--- config.mk ---
export PLATFORM = sky130hd
export DESIGN_NAME = json_string_unescape_utf8_core_flat
export DESIGN_NICKNAME = d
export VERILOG_FILES = /design/src/design/jsu_pkg.sv /design/src/design/jsu_if.sv /design/src/design/jsu_front.sv /design/src/design/jsu_fifo.sv /design/src/design/jsu_back.sv /design/src/design/json_string_unescape_utf8_core.sv /design/src/flat_wrapper.sv
export VERILOG_INCLUDE_DIRS = /design/src /design/src/design
export SDC_FILE = /design/constraint.sdc
export NUM_CORES = 1
export LEC_CHECK = 0
export ABC_AREA = 1
export BUFFER_PORTS_ARGS = -buffer_cell sky130_fd_sc_hd__buf_2
export CAP_MARGIN = 20
export CORE_UTILIZATION = 35
export DETAILED_ROUTE_END_ITERATION = 10
export PLACE_DENSITY = 0.61
export RECOVER_POWER = 100
export REMOVE_ABC_BUFFERS = 1
export SYNTH_ARGS = -nofsm -noshare
export SYNTH_HDL_FRONTEND = slang
export SYNTH_SLANG_ARGS = --single-unit
--- constraint.sdc ---
create_clock -name clk -period 6.7 [get_ports clk]
set_input_delay 0.67 -clock clk [delete_from_list [all_inputs] [get_ports clk]]
set_output_delay 0.67 -clock clk [all_outputs]
set_load 0.03 [all_outputs]
--- src/design/json_string_unescape_utf8_core_defines.svh ---
// ----------------------------------------------------------------------------
// json_string_unescape_utf8_core_defines
// assertion macros shared by the string unescaper rtl
// ----------------------------------------------------------------------------
`ifndef JSON_STRING_UNESCAPE_UTF8_CORE_DEFINES_SVH
`define JSON_STRING_UNESCAPE_UTF8_CORE_DEFINES_SVH

`ifndef NO_ASSERTIONS
// same-cycle implication, sampled on clk, masked while in reset
`define JSU_ASSERT_NOW(name, ante, cons, msg) \
  name: assert property (@(posedge clk) disable iff (!rst_n) (ante) |-> (cons)) \
    else $error(msg);
// next-cycle implication, sampled on clk, masked while in reset
`define JSU_ASSERT_NEXT(name, ante, cons, msg) \
  name: assert property (@(posedge clk) disable iff (!rst_n) (ante) |=> (cons)) \
    else $error(msg);
`else
`define JSU_ASSERT_NOW(name, ante, cons, msg)
`define JSU_ASSERT_NEXT(name, ante, cons, msg)
`endif

`endif

--- src/design/jsu_pkg.sv ---
// ----------------------------------------------------------------------------
// jsu_pkg
// types, codes and decode helpers for the json string unescaper
// ----------------------------------------------------------------------------
package jsu_pkg;

  // default depth of the run queue between front and back
  localparam int unsigned FIFO_DEPTH_DEF = 4;

  // result kinds
  localparam logic [1:0] KIND_BYTE = 2'd0;
  localparam logic [1:0] KIND_DONE = 2'd1;
  localparam logic [1:0] KIND_ERR  = 2'd2;

  // special characters
  localparam logic [7:0] CH_QUOTE  = 8'h22;
  localparam logic [7:0] CH_BSLASH = 8'h5C;
  localparam logic [7:0] CH_U      = 8'h75;

  // utf-8 encoding constants
  localparam logic [7:0]  UTF8_LEAD2     = 8'hC0;
  localparam logic [7:0]  UTF8_LEAD3     = 8'hE0;
  localparam logic [7:0]  UTF8_CONT      = 8'h80;
  localparam logic [15:0] CP_1BYTE_LIMIT = 16'h0080;
  localparam logic [15:0] CP_2BYTE_LIMIT = 16'h0800;

  // parser mode
  typedef enum logic [3:0] {
    MODE_WAIT = 4'b0001,
    MODE_STR  = 4'b0010,
    MODE_ESC  = 4'b0100,
    MODE_HEX  = 4'b1000
  } mode_t;

  // all results caused by one input byte: up to three bytes, then an optional tail
  typedef struct packed {
    logic [1:0]      nbytes;
    logic [2:0][7:0] data;
    logic            has_tail;
    logic [1:0]      tail_kind;
  } run_t;

  // front status
  typedef struct packed {
    logic  push;
    mode_t mode;
  } front_stat_t;

  // hex character decode: bit 4 flags a valid character
  function automatic logic [4:0] hex_nibble(logic [7:0] b);
    case (b) inside
      [8'h30:8'h39]:               return {1'b1, b[3:0]};
      [8'h41:8'h46], [8'h61:8'h66]: return {1'b1, b[3:0] + 4'd9};
      default:                     return 5'd0;
    endcase
  endfunction

  // single-character escape decode: bit 8 flags a known escape
  function automatic logic [8:0] esc_byte(logic [7:0] b);
    case (b)
      8'h22:   return {1'b1, 8'h22};
      8'h5C:   return {1'b1, 8'h5C};
      8'h2F:   return {1'b1, 8'h2F};
      8'h62:   return {1'b1, 8'h08};
      8'h66:   return {1'b1, 8'h0C};
      8'h6E:   return {1'b1, 8'h0A};
      8'h72:   return {1'b1, 8'h0D};
      8'h74:   return {1'b1, 8'h09};
      default: return 9'd0;
    endcase
  endfunction

endpackage

--- src/design/jsu_if.sv ---
// ----------------------------------------------------------------------------
// jsu_if
// valid/ready channels for raw input bytes and decoded results
// ----------------------------------------------------------------------------
interface jsu_in_if;
  logic       valid;
  logic       ready;
  logic [7:0] in_byte;
  logic       end_of_input;

  modport source (output valid, in_byte, end_of_input, input ready);
  modport sink   (input valid, in_byte, end_of_input, output ready);
endinterface

interface jsu_out_if;
  logic       valid;
  logic       ready;
  logic [7:0] out_byte;
  logic [1:0] kind;
  logic       last_of_run;

  modport source (output valid, out_byte, kind, last_of_run, input ready);
  modport sink   (input valid, out_byte, kind, last_of_run, output ready);
endinterface

--- src/design/jsu_front.sv ---
// ----------------------------------------------------------------------------
// jsu_front
// accepts raw bytes, tracks the parser mode and builds one run per byte
// ----------------------------------------------------------------------------
module jsu_front (
  input  logic               clk,
  input  logic               rst_n,
  jsu_in_if.sink             in_ch,
  input  logic               fifo_full,
  output jsu_pkg::run_t      push_run,
  output jsu_pkg::front_stat_t stat
);
  import jsu_pkg::*;

  mode_t       mode_r, mode_nxt;
  logic [1:0]  cnt_r, cnt_nxt;
  logic [15:0] cp_r, cp_nxt;
  logic [15:0] cp_shift;
  logic [4:0]  hex;
  logic [8:0]  esc;
  logic [7:0]  b;
  logic        errored;
  logic        accept;
  run_t        run;

  assign in_ch.ready = !fifo_full;
  assign accept      = in_ch.valid && in_ch.ready;
  assign b           = in_ch.in_byte;
  assign hex         = hex_nibble(b);
  assign esc         = esc_byte(b);
  assign cp_shift    = {cp_r[11:0], hex[3:0]};

  // next state and run contents for the current byte
  always_comb begin
    mode_nxt = mode_r;
    cnt_nxt  = cnt_r;
    cp_nxt   = cp_r;
    run      = '0;
    errored  = 1'b0;
    case (mode_r)
      MODE_WAIT: begin
        if (b == CH_QUOTE) begin
          mode_nxt = MODE_STR;
        end else begin
          errored = 1'b1;
        end
      end
      MODE_STR: begin
        if (b == CH_QUOTE) begin
          run.has_tail  = 1'b1;
          run.tail_kind = KIND_DONE;
          mode_nxt      = MODE_WAIT;
          cnt_nxt       = 2'd0;
          cp_nxt        = 16'd0;
        end else if (b == CH_BSLASH) begin
          mode_nxt = MODE_ESC;
        end else begin
          run.nbytes  = 2'd1;
          run.data[0] = b;
        end
      end
      MODE_ESC: begin
        if (esc[8]) begin
          run.nbytes  = 2'd1;
          run.data[0] = esc[7:0];
          mode_nxt    = MODE_STR;
        end else if (b == CH_U) begin
          mode_nxt = MODE_HEX;
          cnt_nxt  = 2'd0;
          cp_nxt   = 16'd0;
        end else begin
          errored = 1'b1;
        end
      end
      MODE_HEX: begin
        if (!hex[4]) begin
          errored = 1'b1;
        end else if (cnt_r != 2'd3) begin
          cp_nxt  = cp_shift;
          cnt_nxt = cnt_r + 2'd1;
        end else begin
          // fourth digit: encode the code point as utf-8
          if (cp_shift < CP_1BYTE_LIMIT) begin
            run.nbytes  = 2'd1;
            run.data[0] = cp_shift[7:0];
          end else if (cp_shift < CP_2BYTE_LIMIT) begin
            run.nbytes  = 2'd2;
            run.data[0] = UTF8_LEAD2 | {3'b000, cp_shift[10:6]};
            run.data[1] = UTF8_CONT | {2'b00, cp_shift[5:0]};
          end else begin
            run.nbytes  = 2'd3;
            run.data[0] = UTF8_LEAD3 | {4'b0000, cp_shift[15:12]};
            run.data[1] = UTF8_CONT | {2'b00, cp_shift[11:6]};
            run.data[2] = UTF8_CONT | {2'b00, cp_shift[5:0]};
          end
          mode_nxt = MODE_STR;
          cnt_nxt  = 2'd0;
          cp_nxt   = 16'd0;
        end
      end
      default: begin
        mode_nxt = MODE_WAIT;
        cnt_nxt  = 2'd0;
        cp_nxt   = 16'd0;
      end
    endcase

    // truncated input while a string is still open
    if (in_ch.end_of_input && !errored && mode_nxt != MODE_WAIT) begin
      errored = 1'b1;
    end

    // any fault ends the string
    if (errored) begin
      run.has_tail  = 1'b1;
      run.tail_kind = KIND_ERR;
      mode_nxt      = MODE_WAIT;
      cnt_nxt       = 2'd0;
      cp_nxt        = 16'd0;
    end
  end

  // parser state
  always_ff @(posedge clk) begin
    if (!rst_n) begin
      mode_r <= MODE_WAIT;
      cnt_r  <= 2'd0;
      cp_r   <= 16'd0;
    end else if (accept) begin
      mode_r <= mode_nxt;
      cnt_r  <= cnt_nxt;
      cp_r   <= cp_nxt;
    end
  end

  // only non-empty runs enter the queue
  assign push_run  = run;
  assign stat.push = accept && (run.nbytes != 2'd0 || run.has_tail);
  assign stat.mode = mode_r;

endmodule

--- src/design/jsu_fifo.sv ---
// ----------------------------------------------------------------------------
// jsu_fifo
// short queue of runs between the front and the back
// ----------------------------------------------------------------------------
module jsu_fifo #(
  parameter int unsigned DEPTH = jsu_pkg::FIFO_DEPTH_DEF
) (
  input  logic          clk,
  input  logic          rst_n,
  input  logic          push,
  input  jsu_pkg::run_t push_run,
  input  logic          pop,
  output logic          full,
  output logic          head_valid,
  output jsu_pkg::run_t head
);
  import jsu_pkg::*;

  localparam int unsigned PTR_W = $clog2(DEPTH);
  localparam int unsigned CNT_W = $clog2(DEPTH + 1);

  run_t             store [DEPTH];
  logic [PTR_W-1:0] wr_ptr_r, wr_ptr_nxt;
  logic [PTR_W-1:0] rd_ptr_r, rd_ptr_nxt;
  logic [CNT_W-1:0] count_r, count_nxt;

  assign full       = (count_r == CNT_W'(DEPTH));
  assign head_valid = (count_r != '0);
  assign head       = store[rd_ptr_r];

  // pointer and fill count update
  always_comb begin
    wr_ptr_nxt = wr_ptr_r;
    rd_ptr_nxt = rd_ptr_r;
    count_nxt  = count_r;
    if (push) begin
      wr_ptr_nxt = (wr_ptr_r == PTR_W'(DEPTH - 1)) ? '0 : wr_ptr_r + 1'b1;
    end
    if (pop) begin
      rd_ptr_nxt = (rd_ptr_r == PTR_W'(DEPTH - 1)) ? '0 : rd_ptr_r + 1'b1;
    end
    if (push && !pop) begin
      count_nxt = count_r + 1'b1;
    end else if (pop && !push) begin
      count_nxt = count_r - 1'b1;
    end
  end

  always_ff @(posedge clk) begin
    if (!rst_n) begin
      wr_ptr_r <= '0;
      rd_ptr_r <= '0;
      count_r  <= '0;
    end else begin
      wr_ptr_r <= wr_ptr_nxt;
      rd_ptr_r <= rd_ptr_nxt;
      count_r  <= count_nxt;
    end
  end

  // run storage
  always_ff @(posedge clk) begin
    if (push) begin
      store[wr_ptr_r] <= push_run;
    end
  end

endmodule

--- src/design/jsu_back.sv ---
// ----------------------------------------------------------------------------
// jsu_back
// walks the head run, one result per unstalled cycle, into the output register
// ----------------------------------------------------------------------------
module jsu_back (
  input  logic          clk,
  input  logic          rst_n,
  input  logic          head_valid,
  input  jsu_pkg::run_t head,
  output logic          pop,
  jsu_out_if.source     out_ch
);
  import jsu_pkg::*;

  logic [1:0] idx_r, idx_nxt;
  logic       out_valid_r;
  logic [7:0] out_byte_r, sel_byte;
  logic [1:0] kind_r, sel_kind;
  logic       last_r;
  logic [2:0] run_len;
  logic       is_last;
  logic       load;

  assign run_len = {1'b0, head.nbytes} + {2'b00, head.has_tail};
  assign is_last = ({1'b0, idx_r} == run_len - 3'd1);
  assign load    = !out_valid_r || out_ch.ready;
  assign pop     = load && head_valid && is_last;

  // pick the result at the current position of the run
  always_comb begin
    sel_byte = 8'd0;
    sel_kind = head.tail_kind;
    if (idx_r < head.nbytes) begin
      sel_kind = KIND_BYTE;
      case (idx_r)
        2'd0:    sel_byte = head.data[0];
        2'd1:    sel_byte = head.data[1];
        2'd2:    sel_byte = head.data[2];
        default: sel_byte = 8'd0;
      endcase
    end
  end

  // position within the run
  always_comb begin
    idx_nxt = idx_r;
    if (load && head_valid) begin
      idx_nxt = is_last ? 2'd0 : idx_r + 2'd1;
    end
  end

  always_ff @(posedge clk) begin
    if (!rst_n) begin
      idx_r       <= 2'd0;
      out_valid_r <= 1'b0;
    end else begin
      idx_r <= idx_nxt;
      if (load) begin
        out_valid_r <= head_valid;
      end
    end
  end

  // output payload register
  always_ff @(posedge clk) begin
    if (load && head_valid) begin
      out_byte_r <= sel_byte;
      kind_r     <= sel_kind;
      last_r     <= is_last;
    end
  end

  assign out_ch.valid       = out_valid_r;
  assign out_ch.out_byte    = out_byte_r;
  assign out_ch.kind        = kind_r;
  assign out_ch.last_of_run = last_r;

endmodule

--- src/design/json_string_unescape_utf8_core.sv ---
// ----------------------------------------------------------------------------
// json_string_unescape_utf8_core
// streaming json string unescaper with utf-8 output for \u escapes
// ----------------------------------------------------------------------------
// usage
//   in_ch carries one raw byte per beat, from the opening quote onward, with
//   end_of_input set on the last available byte. out_ch carries one result per
//   beat: a decoded byte (kind 0), string complete (kind 1) or error (kind 2);
//   last_of_run marks the final result caused by an input byte.
//   path: each result is written into the run queue, then loaded into the
//   output register that drives out_ch.
//   throughput: one input byte per cycle while each byte yields at most one
//   result and out_ch is ready; the back end emits one result per cycle while
//   out_ch is ready, so a \u escape giving three utf-8 bytes holds it for each
//   byte in turn, absorbed by the run queue of FIFO_DEPTH entries.
//   reset: synchronous, active low; clears the parser to wait for an opening
//   quote and empties the queue and output register.
//   stall: a low out_ch ready holds the output register; the queue fills, and
//   in_ch ready drops only once it is full.
// ----------------------------------------------------------------------------
`include "json_string_unescape_utf8_core_defines.svh"

module json_string_unescape_utf8_core #(
  parameter int unsigned FIFO_DEPTH = jsu_pkg::FIFO_DEPTH_DEF
) (
  input  logic      clk,
  input  logic      rst_n,
  jsu_in_if.sink    in_ch,
  jsu_out_if.source out_ch
);
  import jsu_pkg::*;

  run_t        push_run;
  run_t        head;
  front_stat_t stat;
  logic        fifo_full;
  logic        head_valid;
  logic        pop;

  // classify bytes and build runs
  jsu_front u_front (
    .clk      (clk),
    .rst_n    (rst_n),
    .in_ch    (in_ch),
    .fifo_full(fifo_full),
    .push_run (push_run),
    .stat     (stat)
  );

  // run queue
  jsu_fifo #(
    .DEPTH(FIFO_DEPTH)
  ) u_fifo (
    .clk       (clk),
    .rst_n     (rst_n),
    .push      (stat.push),
    .push_run  (push_run),
    .pop       (pop),
    .full      (fifo_full),
    .head_valid(head_valid),
    .head      (head)
  );

  // serialise runs onto the result channel
  jsu_back u_back (
    .clk       (clk),
    .rst_n     (rst_n),
    .head_valid(head_valid),
    .head      (head),
    .pop       (pop),
    .out_ch    (out_ch)
  );

  // checks
  `JSU_ASSERT_NOW(a_no_push_when_full, stat.push, !fifo_full, "run pushed into a full queue")
  `JSU_ASSERT_NEXT(a_end_closes_string, in_ch.valid && in_ch.ready && in_ch.end_of_input, stat.mode == MODE_WAIT, "string still open after last input byte")
  `JSU_ASSERT_NOW(a_tail_is_last, out_ch.valid && out_ch.kind != KIND_BYTE, out_ch.last_of_run, "completion or error not last of its run")

endmodule
--- src/flat_wrapper.sv ---
// flat-port wrapper written by rule: the top's interface ports become plain ports
module json_string_unescape_utf8_core_flat import jsu_pkg::*;
#(
  parameter int unsigned FIFO_DEPTH = jsu_pkg::FIFO_DEPTH_DEF
)
  (clk, rst_n, in_ch_valid, in_ch_in_byte, in_ch_end_of_input, in_ch_ready, out_ch_valid, out_ch_out_byte, out_ch_kind, out_ch_last_of_run, out_ch_ready);
  jsu_in_if in_ch_i ();
  jsu_out_if out_ch_i ();
  input  logic clk;
  input  logic rst_n;
  input wire logic [$bits(in_ch_i.valid)-1:0] in_ch_valid;
  input wire logic [$bits(in_ch_i.in_byte)-1:0] in_ch_in_byte;
  input wire logic [$bits(in_ch_i.end_of_input)-1:0] in_ch_end_of_input;
  output wire logic [$bits(in_ch_i.ready)-1:0] in_ch_ready;
  output wire logic [$bits(out_ch_i.valid)-1:0] out_ch_valid;
  output wire logic [$bits(out_ch_i.out_byte)-1:0] out_ch_out_byte;
  output wire logic [$bits(out_ch_i.kind)-1:0] out_ch_kind;
  output wire logic [$bits(out_ch_i.last_of_run)-1:0] out_ch_last_of_run;
  input wire logic [$bits(out_ch_i.ready)-1:0] out_ch_ready;
  assign in_ch_i.valid = in_ch_valid;
  assign in_ch_i.in_byte = in_ch_in_byte;
  assign in_ch_i.end_of_input = in_ch_end_of_input;
  assign in_ch_ready = in_ch_i.ready;
  assign out_ch_valid = out_ch_i.valid;
  assign out_ch_out_byte = out_ch_i.out_byte;
  assign out_ch_kind = out_ch_i.kind;
  assign out_ch_last_of_run = out_ch_i.last_of_run;
  assign out_ch_i.ready = out_ch_ready;
  json_string_unescape_utf8_core #(.FIFO_DEPTH(FIFO_DEPTH)) u_core (.clk(clk), .rst_n(rst_n), .in_ch(in_ch_i), .out_ch(out_ch_i));
endmodule
### Word-level counts from Yosys, hierarchy flattened

Memory sizes are Yosys's and may differ from the RTL's. A register that Yosys moved wholly into a read port is not among the register bits.
Index checks and enable logic that the tools add are counted.

* word-level logic and storage cells: 142
* RAM bits: 116
* bits in latches: 0
* bits of input ports: 13
* register bits: 39
* memories kept: 1
* bits in read-only memories: 0
* output and inout port bits: 13

* bitwise gates (word level): 0
* div/mod/pow operators: 0
* $lt $le $gt $ge: 9
* shift-type cells: 0
* reductions and logical operators: 24
* equal/unequal tests: 26
* multipliers: 0
* mux-type cells: 62
* $add $sub $neg: 9

Memories
* u_core.u_fifo.store: words 4, width 29, rd ports 1, clocked after Yosys merged registers in 1, write ports 1, RTL line jsu_fifo.sv:22 `run_t store [DEPTH];`

Operators with widths (count)
* 12-bit two-way mux: 6
* 9-bit one-hot mux with 8 select lines: 1
* 8-bit by 7-bit equality test with 1-bit output, second input constant: 7
* 26-bit two-way mux: 2
* 12-bit one-hot mux with 4 select lines: 1
* 8-bit one-hot mux with 3 select lines: 2
* 8-bit two-way mux: 5
* 16-bit two-way mux: 2
* 4-bit two-way mux: 8
* 2-bit two-way mux: 13
* 8-bit by 6-bit equality test with 1-bit output, second input constant: 2
* 8-bit by 7-bit greater-or-equal comparator with 1-bit output, second input constant: 2
* 8-bit by 7-bit <= comparator with 1-bit output, second input constant: 2
* 16-bit by 12-bit < comparator with 1-bit output, second input constant: 1
* 16-bit by 8-bit < comparator with 1-bit output, second input constant: 1
* 4-bit one-hot mux with 4 select lines: 1
* 3-bit two-way mux: 5
* 14-bit two-way mux: 1
* 3-bit != test, second input constant: 4
* 1-bit logical AND: 11
* 1-bit two-way mux: 10
* 5-bit two-way mux: 2
* 2-bit by 1-bit adder with 2-bit output, second input constant: 4
* 8-bit by 6-bit greater-or-equal comparator with 1-bit output, second input constant: 1
* 26 further kinds: 36

### Depth between registers and ports, before layout

Gate-level depths: netlist of the first run.

* depth after elaboration: 18
* depth in mapped cells: 22
* gate-level depth less buffers: 22

### Hierarchy

Synthesis of the first run repeated with hierarchy kept, for this count alone.

* cell total of the unflattened synthesis: 791
* area, all modules: 7982.7 um2

By module, submodules not included
* jsu_fifo: instances 1, cells an instance 341, area each 5071.1 um2, seq. area each 3663.5 um2
* jsu_front: instances 1, cells an instance 350, area each 2080.7 um2, seq. area each 360.3 um2
* jsu_back: instances 1, cells an instance 100, area each 830.8 um2, seq. area each 390.4 um2

### Least setup slack after synthesis of the first run

No wires, ideal clock.

* path type: input-to-reg
* start point: input port in_ch_in_byte[1]
* end point: memory u_core.u_fifo.store[0][0] in the netlist's numbering, enable pin
* path buffers: 0
* data arrival time: 3131 ps
* setup slack: 3159 ps
* stages: 12
* library setup time: 411 ps
* data required time: 6289 ps
* path through: inv_1 -> ha_1 -> nor2_1 -> nand2_1 -> nand3_2 -> nand2_1 -> nand3_2 -> nor2_1 -> nor2_1 -> nand2_2 -> nand2_2 -> nor2_1

* cells in the longest elaborated chain, start to end: 16
* elaborated cells between the ends (all ways): 58
* those cells by class: add/sub (1); order compare (8); eq/ne (10); mux (29); reduce/logical (10)

Ends and longest elaborated chain
* start: declaration: RTL line flat_wrapper.sv:12 `input wire logic [$bits(in_ch_i.in_byte)-1:0] in_ch_in_byte;`
* 8-bit by 7-bit greater-or-equal comparator with 1-bit output (not written as such) / 8-bit by 7-bit <= comparator with 1-bit output (equally long branches): RTL line jsu_front.sv:29 `assign hex = hex_nibble(b);`
* 1-bit logical AND (not written as such): RTL line jsu_front.sv:29
* 2-bit OR reduction: RTL line jsu_pkg.sv:51 `case (b) inside`
* 5-bit two-way mux (2 in a row): RTL line jsu_pkg.sv:51
* 16-bit by 12-bit < comparator with 1-bit output / 1-bit two-way mux (equally long branches): RTL line jsu_front.sv:86, jsu_front.sv:76
* 1-bit two-way mux / 1-bit one-hot mux with 3 select lines (equally long branches): RTL line jsu_front.sv:86, jsu_front.sv:40
* 2-bit two-way mux / 1-bit zero test (equally long branches): RTL line jsu_front.sv:83, jsu_front.sv:109
* 26-bit two-way mux / 1-bit logical AND (equally long branches): RTL line jsu_front.sv:78, jsu_front.sv:109
* 26-bit two-way mux / 1-bit logical AND (equally long branches): RTL line jsu_front.sv:76, jsu_front.sv:109
* 2-bit one-hot mux with 3 select lines / 1-bit two-way mux (equally long branches): RTL line jsu_front.sv:40, jsu_front.sv:109
* 2-bit nonzero test / 3-bit two-way mux (equally long branches): RTL line jsu_front.sv:138, jsu_front.sv:114
* 1-bit logical OR (*): RTL line jsu_front.sv:138 `assign stat.push = accept && (run.nbytes != 2'd0 || run.has_tail);`
* 1-bit logical AND (*): RTL line jsu_front.sv:138
* 1-bit two-way mux (*): RTL line jsu_fifo.sv:63 `if (push) begin`
* 1-bit two-way mux (not written as such) (*): RTL line jsu_fifo.sv:64 `store[wr_ptr_r] <= push_run;`
* end: declaration: RTL line jsu_fifo.sv:22

Every way passes the cells marked *; elsewhere a longest branch is shown, timed or not.

### Final worst setup path of the first run

* start point: input port in_ch_in_byte[0]
* end point: memory u_core.u_fifo.store[0][5] in the netlist's numbering, enable pin

Same word-level chain as after synthesis.

==> metrics.md, run 1 <==
| Metric | Value |
|---|---|
| Chip Height | 144.2 um |
| CTS tree | built |
| Mux cell area share after synthesis | 0% |
| Crit-path cells | clkbuf_1, inv_1, ha_1, nor2_1, nand2_1, nand3_1, nand3_1, nand2_1, inv_1, nand3_1, nor2_1, nand2_1, nand2_1, nor2_2, clkbuf_1 |
| Total global routing overflow | 0 |
| Met2 WL post-DR | 7715 um |
| Initial antenna violation count | 0 |
| Synth area leader | edfxtp_1 |
| Adder-cell share of the synthesized area | 3.643% |
| Io pins | 26 |
| Vias/cell | 5.092 |
| Number of library cell types mapped by synthesis | 45 |
| Reg2reg setup slack | 2290 ps |
| Wire length on met1 | 7863 um |
| Failing checks | capacitance limit, slew limit |
| Most common cell after layout, fill and taps aside | nor2_1 |
| Worst slew pin tran | 1899 ps |
| Cell mode on critical path | nand2_1 |
| Outcome | finished, violations left |
| Crit. Startpoint | in_ch_in_byte[0] |
| R2R cell count | 17 |
| Root Driver | clkbuf_16 |
| H-tree levels | 4 |
| Setup CP Type | in -> reg |
| Synth Cell Area | 7076 sq um |
| GP Congestion | 0.8949 |
| DR iter-0 viols | 453 |
| CP delay by family, top | buffers and inverters |
| EDFF count, synth | 119 |
| Max Transition Viols Final | 113 |
| RSZ-0062 raised after global routing | no |
| Compound-Gate Fraction of Synth Area | 12.70% |
| Met3 wire len | 818 um |
| CP startpoint kind | input port |
| Fin Setup TNS | 0 ps |
| Clock Skew | 9.034 ps |
| Worst endpoint required time | 6700 ps |
| Final nets | 776 |
| Total CTS buffers | 17 |
| Fraction of registers with async set/reset | 0% |
| Post-CTS Setup Bufs | 0 |
| Largest net degree at the start of global routing | 56 |
| Leakage | 2.936 nW |
| Final HPWL DP | 10830 um |
| FF-to-FF End | u_core.u_fifo.count_r[2] |
| Power per Cell Area | 361.4 nW/um^2 |
| Initial Util | 36.00% |
| Via count | 5199 |
| Commonest non-fill, non-tap cells in the layout | 120 x nor2_1, 119 x edfxtp_1, 98 x nand2_1 |
| Worst min path class | reg -> reg |
| Sum of buffers and inverters on the critical path | 4 |
| Drc violations | 0 |
| Max Freq | 224.3 MHz |
| Remaining antenna violation count after routing | 0 |
| Post-synth top area share | 50.50% |
| Die area | 20790 sq um |
| Number of global-route vias before repair | 5016 |
| Final hold vios | 0 |
| Synth Area in XOR/XNOR | 0.3714% |
| Inserted Diodes | 0 |
| Syn avg cell area | 9.800 sq um |
| Sequential fraction of the synthesis area | 58.99% |
| CP max FO | 27 |
| CTS max path bufs | 2 |
| Final wirelength | 16570 um |
| Post-synthesis register bit count | 149 |
| CP max stage delay | 1370 ps |
| Clock Sinks | 149 |
| Drt first pass iters | 5 |
| Hold Buf Count CTS | 0 |
| Peak VDD IR | 0.1894 mV |
| WP data arrival | 4460 ps |
| Critical-path top delay cell | clkbuf_1 |
| Top Layer Used | met4 |
| Worst setup EP type | flop |
| Total track usage | 17.12% |
| Core Region | 19650 sq um |
| Latest clock arrival within the worst-skew pair | 420 ps |
| Share of cells above drive strength 1 | 8.862% |
| Setup Viol. Count Final | 0 |
| Synth Warn # | 0 |
| Min cycle time layout | 4459 ps |
| Drt wl/cell | 16.23 um |
| First-pass GRT wire length | 26680 um |
| Post-layout util | 40.69% |
| Chip width | 144.2 um |
| Largest family of logic cells by synthesized area | simple AND/OR/NAND/NOR gates |
| # resized after CTS | 0 |
| Setup crit end | u_core.u_fifo.store[0][5] |
| Crit path depth | 15 |
| Clock transition at path regs | 60 ps |
| Synth top area cells | edfxtp_1 51%, dfxtp_1 8.5%, nor2_1 6.5% |
| Number of port buffers | 25 |
| Main synth FF type | edfxtp_1 |
| Row count | 51 |
| Area grow syn2layout | 13.02% |
| Final Cycle Share | 66.55% |
| Simple-Gate Fraction of Synth Area | 18.41% |
| Relative max-transition margin | -26.58% |
| Fillers | 1966 |
| Mapped Cells | 722 |
| Max-Cap Viols | 5 |
==> state kept, by name, indices dropped and copies added (netlist names), named ones only <==
register,cells
u_core.u_fifo.wr_ptr_r,2
u_core.u_back.out_ch.kind,2
u_core.u_front.cnt_r,2
u_core.u_fifo.rd_ptr_r,2
u_core.u_fifo.count_r,3
u_core.u_front.cp_r,12
u_core.u_back.out_ch.last_of_run,1
u_core.u_fifo.store,108
u_core.u_back.out_ch.valid,1
u_core.u_front.mode_r,4
u_core.u_back.out_ch.out_byte,8
u_core.u_back.idx_r,2
==> per-layer routing <==
metal	global-route usage, %	vias up
met3	3.940	15
li1	-	2558
met4	4.986	0
met5	0	-
met1	23.03	2486
met2	27.49	140
==> through the flow <==
step	setup WS (ps)	hold WS, ps	instances	area (sq um)	total power [mW]
after CTS	2260	466.3	1021	8084	2.928
after floorplan	2188	441.0	693	6938	1.692
after detailed placement	2272	458.0	989	7457	1.920
after global placement	2352	448.8	989	7457	1.914
after global routing	1796	489.3	1021	7996	3.039
final	2241	463.7	1021	7996	2.890
==> synthesized netlist by cell type, types with 3 or more instances <==
library cell / number
nand3_1: 18
nor2_2: 7
nand2_1: 96
buf_6: 3
o2111ai_1: 4
nor3_1: 14
clkbuf_1: 21
nand2_2: 7
inv_1: 66
dfxtp_1: 30
o211ai_1: 3
edfxtp_1: 119
a21oi_1: 40
o22ai_1: 21
ha_1: 19
o221ai_1: 3
nand4_1: 15
nand3_2: 5
a221oi_1: 7
clkinv_1: 3
o21ai_0: 66
nor2_1: 123
==> final cells by class <==
class	count	area, sq um	area share, %
multi-input combinational	471	2450	30.64
timing repair buffer	31	133.9	1.674
sequential	149	4175	52.21
inverter	73	279.0	3.489
clock buffer	17	425.4	5.320
tap	265	331.6	4.146
clock inverter	15	201.4	2.519
==> worst register-to-register path, stage by stage, from the launching register on <==
cell,delay [ps]
dfxtp_1,910
inv_1,730
a32o_1,480
ha_1,190
ha_1,280
xnor2_1,120
nor3_1,310
inv_1,80
nor2_1,190
inv_1,90
ha_1,190
inv_1,110
fa_1,200
nor2_1,50
nor2_1,80
nand2_1,70
o21ai_0,170
a21oi_1,60
==> cell families after synthesis <==
kind of cell	after synthesis
buffers and inverters	102
AO/OA/AOI/OAI	154
flip-flops	149
XOR/XNOR	3
adder cells (fa/ha/maj)	20
AND/OR/NAND/NOR	294
==> worst min path at each step <==
stage	start	slack [ps]	depth (start not counted)	endpoint
floorplan	u_core.u_front.cp_r[0]	440	2	u_core.u_front.cp_r[0]
global placement	u_core.u_front.cp_r[0]	450	2	u_core.u_front.cp_r[0]
detailed placement	u_core.u_front.cp_r[3]	460	2	u_core.u_front.cp_r[3]
CTS	u_core.u_front.cp_r[4]	470	2	u_core.u_front.cp_r[4]
global route	u_core.u_front.cp_r[4]	490	2	u_core.u_front.cp_r[4]
finish	u_core.u_front.cp_r[4]	460	2	u_core.u_front.cp_r[4]
==> power by group <==
group | internal (mW) | switching (mW) | total, mW
Combinational | 0.185 | 0.471 | 0.656
Sequential | 1.16 | 0.0675 | 1.23
Clock | 0.626 | 0.383 | 1.01
(Power assumes the default switching activity.)
==> run 2, diff against run 1 <==
ABC_AREA = 0   (was 1)
clock period = 4.6 ns   (was 6.7 ns; I/O delays follow)
==> run 2 against run 1 <==
  * The run now ends clean
  * Sequential share of layout area is 1.4 points higher
  * Global-route usage is 1.6 points lower
  * Final cell count is 22% lower
  * Synthesized area is 1.9% lower
  * First-iteration DRC count is 34% lower
==> metrics.md, run 2 <==
| Metric | Value |
|---|---|
| Synth Warn # | 0 |
| DR iter-0 viols | 297 |
| Worst min path class | in -> reg |
| Drt first pass iters | 5 |
| Switching Fraction | 29.76% |
| Total global routing overflow | 0 |
| Register area | 4175 sq um |
| Finished Layout Cells | 798 |
| Most common cell after layout, fill and taps aside | edfxtp_1 |
| Min cycle time layout | 3987 ps |
| Row count | 51 |
| Fraction of registers with async set/reset | 0% |
| Post-synth top area share | 51.49% |
| Initial antenna violation count | 0 |
| Outcome | complete, no violations |
| Latest clock arrival within the worst-skew pair | 430 ps |
| CP startpoint kind | input port |
| Int Pwr | 2.884 mW |
| Vias/cell | 5.273 |
| Syn avg cell area | 13.99 sq um |
| EDFF count, synth | 119 |
| Post-layout util | 40.04% |
| Inserted Diodes | 0 |
| Critical-path top delay cell | a2111oi_4 |
| Largest net degree at the start of global routing | 28 |
| Cell mode on critical path | ha_1 |
| Fin Setup TNS | 0 ps |
| Combinational share of power | 23.7% |
| Max Transition Viols Final | 0 |
| CTS max path bufs | 2 |
| Number of port buffers | 25 |
| RSZ-0062 raised after global routing | no |
| Final wirelength | 14640 um |
| Total track usage | 15.56% |
| Crit. Startpoint | in_ch_in_byte[0] |
| Sequential fraction of the synthesis area | 60.14% |
| CP max stage delay | 590 ps |
| Worst endpoint required time | 4950 ps |
| Hold depth | 4 |
| Share of cells above drive strength 1 | 16.32% |
| Clock share of power | 33.3% |
| WP data arrival | 4340 ps |
| Chip Height | 142.8 um |
| Worst slew pin tran | 1284 ps |
| Peak VDD IR | 0.2653 mV |
| Die area | 20400 sq um |
| Reg with most FFs | u_core.u_fifo.store |
| Hold_sp | out_ch_ready |
| Multi-input gate area | 2489 sq um |
| H-tree levels | 4 |
| Post-Place Cells | 766 |
| Crit-path cells | clkbuf_1, ha_1, o21bai_2, a2111oi_4, nand2b_1, and3_1, nor3_1, a21oi_1, ha_1, inv_1, fa_1, xor2_1, or3_1, a21boi_0 |
| First-pass GRT wire length | 23520 um |
| # resized after CTS | 0 |
| Synth area leader | edfxtp_1 |
| Fillers | 1776 |
| Sw Pwr | 1.222 mW |
| Leakage | 2.715 nW |
| Drc violations | 0 |
| Clock transition at path regs | 60 ps |
| Io pins | 26 |
| Crit path depth | 14 |
| Sum of buffers and inverters on the critical path | 2 |
| Relative max-transition margin | 14.01% |
| Core Region | 19460 sq um |
| Number of global-route vias before repair | 4288 |
| Final nets | 553 |
| Post-synthesis register bit count | 149 |
| Reg2reg start | u_core.u_front.mode_r[1] |
| Final hold vios | 0 |
| Remaining antenna violation count after routing | 0 |
| GP Congestion | 0.8587 |
| Via count | 4208 |
| Synth cell count leaders | 119 x edfxtp_1, 33 x nor2_1, 32 x nand2_1, 31 x a21oi_1, 30 x dfxtp_1 |
| Final HPWL DP | 9712 um |
| Worst setup EP type | flop |
| Power per Cell Area | 526.8 nW/um^2 |
| Mapped Cells | 496 |
| Commonest non-fill, non-tap cells in the layout | 119 x edfxtp_1, 33 x nor2_1, 32 x nand2_1 |
| Post-CTS Setup Bufs | 0 |
| Total CTS buffers | 17 |
| CTS tree | built |
| Root Driver | clkbuf_16 |
| Initial Util | 35.66% |
| R2R cell count | 10 |
| Setup Viol. Count Final | 0 |
| CP delay by family, top | compound AO/OA/AOI/OAI gates |
| Final Cycle Share | 86.68% |
| CP max FO | 10 |
| Number of library cell types mapped by synthesis | 73 |
| Main synth FF type | edfxtp_1 |
| Hold Buf Count CTS | 0 |
| Max Freq | 250.8 MHz |
| Drt wl/cell | 18.34 um |
| Max-Cap Viols | 0 |
| Clock Sinks | 149 |
| Reg power frac | 43.0% |
| Most frequent cell after synthesis | edfxtp_1 |
| Synth Cell Area | 6940 sq um |
| Area grow syn2layout | 12.29% |
| Setup CP Type | in -> reg |
| Synth top area cells | edfxtp_1 51%, mux4_2 8.8%, dfxtp_1 8.7% |
| Chip width | 142.8 um |
| Max reg flops | 108 |
| Clock Skew | 7.467 ps |
-- run 2: changes by cell type in the layout (fill, tap and decap cells not counted), sizes merged, moves of 21 or more --
| cell | before | now |
|---|---|---|
| nor2 | 132 | 33 |
| mux4 | 0 | 27 |
| inv | 74 | 21 |
| o21ai | 67 | 12 |
| nand3 | 24 | 3 |
| nand2 | 105 | 32 |
-- run 2: path summary, 6_finish.rpt --
kind                                      to  slack [ps]
setup / recovery    u_core.u_fifo.count_r[2]         610
hold / removal    u_core.u_back.out_ch.valid         320
setup reg to reg    u_core.u_fifo.count_r[2]        1020
hold reg to reg   u_core.u_back.out_ch.valid         480
-- run 2: cell families (layout without fill, tap and decap cells) --
kind of cell | count (synthesis) | count (layout) | share of synthesized area (%)
and+or+nand+nor | 135 | 135 | 10.76
DFF | 149 | 149 | 60.14
xor gates and xnor gates | 7 | 7 | 0.8834
adders and majority gates | 20 | 20 | 3.714
AOI/OAI and AO/OA | 105 | 105 | 11.16
muxes | 33 | 33 | 9.645
buffers and inverters | 47 | 84 | 3.696
-- run 2: metrics by stage --
step | setup WS (ps) | power [mW] | hold WS [ps] | area (sq um)
global placement | 576.2 | 2.768 | 463.7 | 7269
CTS | 805.7 | 4.163 | 306.8 | 7843
detailed placement | 392.0 | 2.808 | 480.0 | 7269
floorplan | 588.4 | 2.489 | 453.6 | 6759
finish | 612.5 | 4.106 | 315.2 | 7794
global route | 293.6 | 4.283 | 357.9 | 7794
-- run 2: worst register-to-register path: cells and delay by family (launching register included) --
kind | cells | cell delay, ps
AOI/OAI and AO/OA | 2 | 640
xor gates and xnor gates | 1 | 180
adders and majority gates | 2 | 710
buffers and inverters | 1 | 70
DFF | 1 | 530
and+or+nand+nor | 4 | 1400
-- run 2: area by class of cell --
type                            instances  area share, %
Clock buffer                           21          5.651
Clock inverter                         11          1.702
Inverter                               20         0.9632
Multi-Input combinational cell        300          31.93
Sequential cell                       149          53.57
Tap cell                              265          4.254
Timing Repair Buffer                   32          1.926
-- run 2: power groups by stage --
stage	sequential (mW)	combinational [mW]	clock, mW
after global routing	1.79	1.07	1.43
after CTS	1.77	1.02	1.38
after floorplan	1.92	0.574	0
after global placement	1.78	0.986	0
final	1.77	0.975	1.37
after detailed placement	1.79	1.01	0
-- run 2: per-layer routing --
| metal | vias up | routed length (um) | track usage, % | part of all wire [%] |
|---|---|---|---|---|
| li1 | 1962 | - | - | - |
| met1 | 2118 | 6747 | 20.58 | 46 |
| met2 | 112 | 7031 | 25.03 | 48 |
| met3 | 16 | 614 | 2.750 | 4.2 |
| met4 | 0 | 245 | 6.961 | 1.7 |
| met5 | - | 0 | 0 | 0 |
==> run 3, diff against run 2 <==
RECOVER_POWER = unset   (was 100)
==> run 3 against run 2 <==
  * Sequential share of layout area fell by 0.33 points
  * Setup slack gained 220 ps
  * Sequential power hardly changed
  * Register-to-register slack about the same
  * Die area did not move
  * Via count increased by 0.12%
  * Core utilization rose by 0.25 points
  * Wire length is 0.13% lower
==> metrics.md, run 3 (synthesized netlist as in run 2, its figures left out) <==
| Metric | Value |
|---|---|
| Relative max-transition margin | 50.24% |
| CP startpoint kind | input port |
| Outcome | complete, no violations |
| Remaining antenna violation count after routing | 0 |
| Final Instance Area | 7843 sq um |
| Chip Height | 142.8 um |
| Reg with most FFs | u_core.u_fifo.store |
| Max reg flops | 108 |
| Drt wl/cell | 18.32 um |
| Clock Sinks | 149 |
| Most common cell after layout, fill and taps aside | edfxtp_1 |
| Peak VDD IR | 0.2602 mV |
| Worst slew pin tran | 740.8 ps |
| DP Area | 7269 sq um |
| Commonest non-fill, non-tap cells in the layout | 119 x edfxtp_1, 33 x nor2_1, 32 x nand2_1 |
| Drt first pass iters | 4 |
| Max-Cap Viols | 0 |
| Worst setup EP type | flop |
| Total CTS buffers | 17 |
| Root Driver | clkbuf_16 |
| Tot Pwr | 4.119 mW |
| Final wirelength | 14620 um |
| WP data arrival | 4110 ps |
| Total track usage | 15.56% |
| Fin Setup TNS | 0 ps |
| H-tree levels | 4 |
| Power per Cell Area | 525.2 nW/um^2 |
| Number of port buffers | 25 |
| Max Freq | 265.4 MHz |
| CTS tree | built |
| Final Cycle Share | 81.90% |
| Worst endpoint required time | 4950 ps |
| Finished Layout Cells | 798 |
| First-pass GRT wire length | 23520 um |
| Worst min path class | in -> reg |
| Final hold vios | 0 |
| DR iter-0 viols | 261 |
| Final HPWL DP | 9712 um |
| Io pins | 26 |
| Fillers | 1766 |
| Leakage | 2.764 nW |
| Vias/cell | 5.279 |
| Min cycle time layout | 3767 ps |
| Latest clock arrival within the worst-skew pair | 420 ps |
| # resized after CTS | 0 |
| Area grow syn2layout | 13.00% |
| Core Region | 19460 sq um |
| Register area | 4175 sq um |
| Post-CTS Setup Bufs | 0 |
| Multi-input gate area | 2510 sq um |
| Setup CP Type | in -> reg |
| Inserted Diodes | 0 |
| Clock transition at path regs | 60 ps |
| CTS max path bufs | 2 |
| GP Congestion | 0.8587 |
| Post-layout util | 40.30% |
| Die area | 20400 sq um |
| Row count | 51 |
| Share of cells above drive strength 1 | 19.70% |
| Number of global-route vias before repair | 4288 |
| Total global routing overflow | 0 |
| Max Transition Viols Final | 0 |
| Clock Skew | 7.762 ps |
| Setup Viol. Count Final | 0 |
| Final nets | 553 |
| CP max FO | 9 |
| Chip width | 142.8 um |
| Post-Place Cells | 766 |
| Initial Util | 35.66% |
| Hold Buf Count CTS | 0 |
| Initial antenna violation count | 0 |
| Largest net degree at the start of global routing | 28 |
| Via count | 4213 |
| Drc violations | 0 |
| RSZ-0062 raised after global routing | no |
run 3: cell types whose count changed in the layout (fill, tap and decap cells not counted), moves of 2 or more:
| cell | before | now |
|---|---|---|
| and2_1 | 4 | 7 |
| buf_2 | 11 | 25 |
| a31oi_1 | 4 | 2 |
| buf_4 | 3 | 7 |
| a31oi_2 | 0 | 2 |
| and2_0 | 3 | 0 |
| clkbuf_1 | 18 | 4 |
| clkbuf_2 | 4 | 0 |
run 3: per-layer routing:
layer / wire [um] / GRT usage (%) / vias to the layer above
met5: 0 / 0 / -
met4: 224 / 6.961 / 0
met3: 656 / 2.750 / 19
met2: 6970 / 25.03 / 103
met1: 6769 / 20.58 / 2128
li1: - / - / 1963
run 3: cell type report:
class                           count  area share (%)
Timing Repair Buffer               32           2.265
Inverter                           20          0.9572
Multi-Input combinational cell    300           32.00
Clock inverter                     11           1.691
Sequential cell                   149           53.24
Tap cell                          265           4.228
Clock buffer                       21           5.616
run 3: final timing paths:
kind	from	endpoint	slack (ps)	cells after the start
worst max-delay path	in_ch_in_byte[1]	u_core.u_fifo.count_r[2]	830	15
worst min-delay path	out_ch_ready	u_core.u_back.out_ch.valid	320	4
worst max register to register	u_core.u_front.mode_r[1]	u_core.u_fifo.count_r[2]	1010	10
worst min register to register	u_core.u_back.out_ch.valid	u_core.u_back.out_ch.valid	480	2
run 3: per-stage QoR:
stage,hold WS [ps],worst slack [ps]
3_5_place_dp,480.0,392.0
4_1_cts,306.8,805.7
3_3_place_gp,463.7,576.2
2_1_floorplan,453.6,588.4
6_report,319.0,832.6
5_1_grt,357.6,585.3
run 3: power by group:
group	leakage, nW	internal [mW]	switching [mW]
clock network	0.278	0.845	0.516
registers	1.41	1.68	0.0763
logic	1.07	0.374	0.623
run 3: worst max-delay path, stage by stage:
cell and delay, ps:
buf_2 160, inv_1 110, ha_1 220, o21bai_2 90, a2111oi_4 610, nand2b_4 270, and3_2 240, nor3_1 80
a21oi_1 450, ha_1 270, inv_1 70, fa_1 440, xor2_1 180, or3_1 300, a21boi_0 170
